### config.mk
export PLATFORM = sky130hd
export DESIGN_NAME = argbcv_ctrl
export DESIGN_NICKNAME = d
export VERILOG_FILES = /design/src/design/argbcv_pkg.sv /design/src/design/argbcv_ctrl.sv
export SDC_FILE = /design/constraint.sdc
export NUM_CORES = 1
export LEC_CHECK = 0
export ABC_CLOCK_PERIOD_IN_PS = 1200
export BUFFER_PORTS_ARGS = -buffer_cell sky130_fd_sc_hd__buf_2
export CORE_AREA = 10 10 47 49
export CTS_CLUSTER_SIZE = 16
export DETAILED_ROUTE_END_ITERATION = 7
export DIE_AREA = 0 0 57 59
export PLACE_DENSITY_LB_ADDON = 0.15
export SYNTH_ARGS = -nofsm -noshare
export SYNTH_HDL_FRONTEND = slang
export SYNTH_SLANG_ARGS = --single-unit
export TNS_END_PERCENT = 5
### constraint.sdc
create_clock -name clock -period 1.2 [get_ports clock]
set_input_delay 0.24 -clock clock [delete_from_list [all_inputs] [get_ports clock]]
set_output_delay 0.24 -clock clock [all_outputs]
set_load 0.05 [all_outputs]
### src/design/argbcv_pkg.sv
// ----------------------------------------------------------------------------
// argbcv_pkg
// Shared constants, codes and controller/datapath interface types for the
// argb convolution filter.
// ----------------------------------------------------------------------------
package argbcv_pkg;

   localparam int MAX_KERNEL_DEF = 5;
   localparam int MAX_WIDTH_DEF  = 1024;
   localparam int MAX_HEIGHT     = 4096;

   localparam int ROW_W      = 12;
   localparam int WIDTH_W    = 11;
   localparam int HEIGHT_W   = 13;
   localparam int KSIZE_W    = 3;
   localparam int FUNC_W     = 2;
   localparam int CIDX_W     = 5;
   localparam int COEF_W     = 16;
   localparam int PIX_W      = 8;
   localparam int FRAC_BITS  = 12;
   localparam int CSR_IDX_W  = 2;
   localparam int CSR_DATA_W = 13;
   localparam int REQ_DATA_W = 56;
   localparam int RSP_DATA_W = 32;

   localparam logic [COEF_W-1:0] COEF_ONE = 16'h1000;

   localparam logic [FUNC_W-1:0] FUNC_COEF  = 2'd0;
   localparam logic [FUNC_W-1:0] FUNC_PIXEL = 2'd1;
   localparam logic [FUNC_W-1:0] FUNC_FLUSH = 2'd2;

   localparam logic [CSR_IDX_W-1:0] CSR_IMAGE_WIDTH   = 2'd0;
   localparam logic [CSR_IDX_W-1:0] CSR_IMAGE_HEIGHT  = 2'd1;
   localparam logic [CSR_IDX_W-1:0] CSR_KERNEL_WIDTH  = 2'd2;
   localparam logic [CSR_IDX_W-1:0] CSR_KERNEL_HEIGHT = 2'd3;

   typedef struct packed {
      logic latch;
      logic kern_wr;
      logic push;
      logic restart;
      logic tap_start;
      logic tap_issue;
      logic emit;
   } cmd_type;

   typedef struct packed {
      logic [FUNC_W-1:0] func;
      logic              in_done;
      logic              emit_ok;
      logic              out_empty;
      logic              tap_last;
      logic              out_free;
   } stat_type;

endpackage

### src/design/argbcv_ctrl.sv
// ----------------------------------------------------------------------------
// argbcv_ctrl
// Sequencer: takes one item, decides its action and steps the shared
// multiply-accumulate over the kernel taps.
// ----------------------------------------------------------------------------
module argbcv_ctrl (
   input  logic                 clock,
   input  logic                 reset,
   input  logic                 req_tvalid,
   output logic                 req_tready,
   input  argbcv_pkg::stat_type stat,
   output argbcv_pkg::cmd_type  cmd
);

   import argbcv_pkg::*;

   localparam logic [2:0] S_IDLE   = 3'd0;
   localparam logic [2:0] S_DECIDE = 3'd1;
   localparam logic [2:0] S_TAP    = 3'd2;
   localparam logic [2:0] S_LAST   = 3'd3;
   localparam logic [2:0] S_EMIT   = 3'd4;

   logic [2:0] state_ff;
   logic [2:0] state_in;

   always_comb begin
      state_in = state_ff;
      cmd      = '0;
      case (state_ff)
         S_IDLE: begin
            cmd.latch = req_tvalid;
            if (req_tvalid) begin
               state_in = S_DECIDE;
            end
         end
         S_DECIDE: begin
            state_in = S_IDLE;
            case (stat.func)
               FUNC_COEF: begin
                  cmd.kern_wr = 1'b1;
               end
               FUNC_PIXEL: begin
                  if (!stat.in_done) begin
                     if (stat.emit_ok) begin
                        cmd.tap_start = 1'b1;
                        state_in      = S_TAP;
                     end else begin
                        cmd.push = 1'b1;
                     end
                  end
               end
               FUNC_FLUSH: begin
                  if (stat.in_done) begin
                     if (stat.out_empty) begin
                        cmd.restart = 1'b1;
                     end else begin
                        cmd.tap_start = 1'b1;
                        state_in      = S_TAP;
                     end
                  end
               end
               default: ;
            endcase
         end
         S_TAP: begin
            cmd.tap_issue = 1'b1;
            if (stat.tap_last) begin
               state_in = S_LAST;
            end
         end
         S_LAST: begin
            // pixel is stored only after every tap has been read
            cmd.push = (stat.func == FUNC_PIXEL);
            state_in = S_EMIT;
         end
         S_EMIT: begin
            if (stat.out_free) begin
               cmd.emit = 1'b1;
               state_in = S_IDLE;
            end
         end
         default: begin
            state_in = S_IDLE;
         end
      endcase
   end

   always_ff @(posedge clock) begin
      if (reset) begin
         state_ff <= S_IDLE;
      end else begin
         state_ff <= state_in;
      end
   end

   assign req_tready = (state_ff == S_IDLE);

endmodule

==> summary.md <==
| Metric | Value |
|---|---|
| Synth-to-Final Area Change | 87.3% |
| Clock root cell | clkbuf_4 |
| VDD IR max | 0.450 mV |
| 1st-iter DRT viols | 2 |
| Setup crit start kind | flip-flop |
| Share of cells above drive strength 1 | 61.5% |
| Layout Skew | 0.00128 ns |
| Period minus WS final | 1.43 ns |
| Synth warnings | 0 |
| Detailed placer's ending HPWL | 758 um |
| Post-synth EDFFs | 0 |
| WP data required | 0.96 ns |
| Vias/cell | 4.28 |
| Pin count of the biggest net entering global routing | 8 |
| IO buf count | 17 |
| Worst-path maximum fanout | 3 |
| Cell area after synthesis | 314 um^2 |
| Routed WL per cell | 10.5 um |
| # setup viols final | 8 |
| Post-Syn Instances | 37 |
| Post-CTS Setup Inserts | 0 |
| Largest register FFs | 3 |
| List of most frequent post-synthesis cells | 5 x nor2_1, 3 x dfxtp_1, 3 x ha_1, 3 x inv_1 |
| Netlist cell types | 24 |
| Die footprint | 3360 um^2 |
| Vias in the first global route | 334 |
| Total nets after synthesis | 50 |
| Reg with most FFs | state_ff |
| Final nets | 79 |
| FF-to-FF setup slack | 0.06 ns |
| GP Congestion | 0.760 |
| Starting Density | 22.4% |
| Normalized max-slew margin | 78.8% |
| Routed WL | 848 um |
| Slew Viols, Final | 0 |
| CTS H-tree lvls | 1 |
| Row cnt | 14 |
| Placed cells | 77 |
| Die W | 57 um |
| Violated checks | negative setup slack |
| Initial antenna violation count | 0 |
| Final WS setup | -0.230 ns |
| Layout Cells excl Fill | 81 |
| Worst-Skew Late Latency | 0.23 ns |
| Ports | 18 |
| Clock tree buffer depth | 2 |
| Ys flop type | dfxtp_1 |
| Core Util, Final | 42.0% |
| Asr flop ratio synth | 0% |
| Core area | 1400 um^2 |
| Antenna cells | 0 |
| Dpl ws | -0.269 ns |
| P_leak | 0.299 nW |
| Largest cells by area after synthesis | dfxtp_1 19%, ha_1 12%, nor2b_4 8.8% |
| CTS Buf Count | 3 |
| Top cell type's share of synthesized area | 19.1% |
| Total of max-cap violations | 0 |
| Seq cells post-synth | 3 |
| Vias | 347 |
| Clk slew on worst S/H paths | 0.03 ns |
| GRT Total Usage | 5.23% |
| WP data arrival | 1.19 ns |
| CTS Hold Bufs | 0 |
| Final period util | 119% |
| PwrDens | 854 nW/um^2 |
| DRC errors left | 0 |
| Final hold vios | 0 |
| CTS sink count | 3 |
| Setup TNS | -1.38 ns |
| Endpoint class of the critical path | output port |
| RSZ-0062 raised after global routing | yes |
| First-pass GRT wire length | 1.44 mm |
| Routed Antenna Nets | 0 |
| Largest registers | state_ff: 3 flops |
| Cell with the most instances after synthesis | nor2_1 |
| DRT Pass-1 Iters | 2 |
| Measured slew at the worst slew-check pin | 0.317 ns |
| Critical path type | flip-flop to output port |
| WHS | 0.199 ns |
| Syn avg cell area | 8.49 um^2 |
| Dominant cell type by area after synthesis | dfxtp_1 |
| Hold WC Path Type | input port to flip-flop |
| Remaining global-route overflow | 0 |
| CTS tree | done |
| Seq/Total Area, Yosys | 19.1% |
| Outcome | finished, violations left |
| Max Clock Freq | 700 MHz |
| Die Ht | 59 um |
metal layers:
layer	vias to the layer above	track usage [%]	wire length, um
met5	-	0	0
met4	0	4.03	0
met3	0	1.72	44
met2	7	7.91	465
met1	156	5.94	338
li1	184	-	-
worst max-delay path, cell delays in order (launching register included):
cell     delay [ns]
dfxtp_2        0.31
nor2b_4        0.13
nor2b_4        0.16
and4_4         0.22
buf_8          0.14
power by group:
group / internal, mW / switching, mW
clock: 0.124 / 0.0453
combinational: 0.106 / 0.109
sequential: 0.108 / 0.0103
stage by stage:
stage                     area, um^2  total power, mW
final                            588            0.502
after global routing             588            0.538
after CTS                        576            0.514
after detailed placement         487            0.308
after global placement           487            0.309
after floorplan                  333            0.243
cell type report:
cell class	instances	area (um^2)
Sequential cell	3	65.1
Fill cell	155	813
Inverter	3	11.3
Multi-Input combinational cell	29	248
Clock buffer	4	26.3
Tap cell	16	20.0
Timing Repair Buffer	26	218
cells by family after synthesis:
group	share of synthesized area, %
AOI/OAI and AO/OA	14.3
adders and majority gates	12.0
buffers and inverters	9.56
DFF	19.1
muxes	6.37
and+or+nand+nor	38.7
cell usage in the layout, fill, tap and decap left out, drive strengths merged:
cell type,n
o21a,1
nor2,5
and2,2
nor3,1
a32oi,1
nand2b,1
mux2i,2
clkbuf,4
nand3b,1
a21oi,1
nand2,2
dfxtp,3
buf,26
ha,3
and3,2
nor2b,2
o21ai,1
and4,1
a2111oi,1
nor3b,1
inv,3
o211a,1
timing repair:
| action | CTS | global route |
|---|---|---|
| gates resized for setup | 22 | 5 |
| pin swaps | 3 | 0 |
| endpoints found under the setup margin | 10 | 10 |
| cloned | 0 | 0 |
final timing paths:
path | start | end | cells past startpoint
max reg2reg | state_ff[0] | state_ff[1] | 5
min | reset | state_ff[0] | 2
max | state_ff[0] | cmd[3] | 4
min reg2reg | state_ff[0] | state_ff[0] | 2
Note: power is estimated with default switching activity, not from simulation.
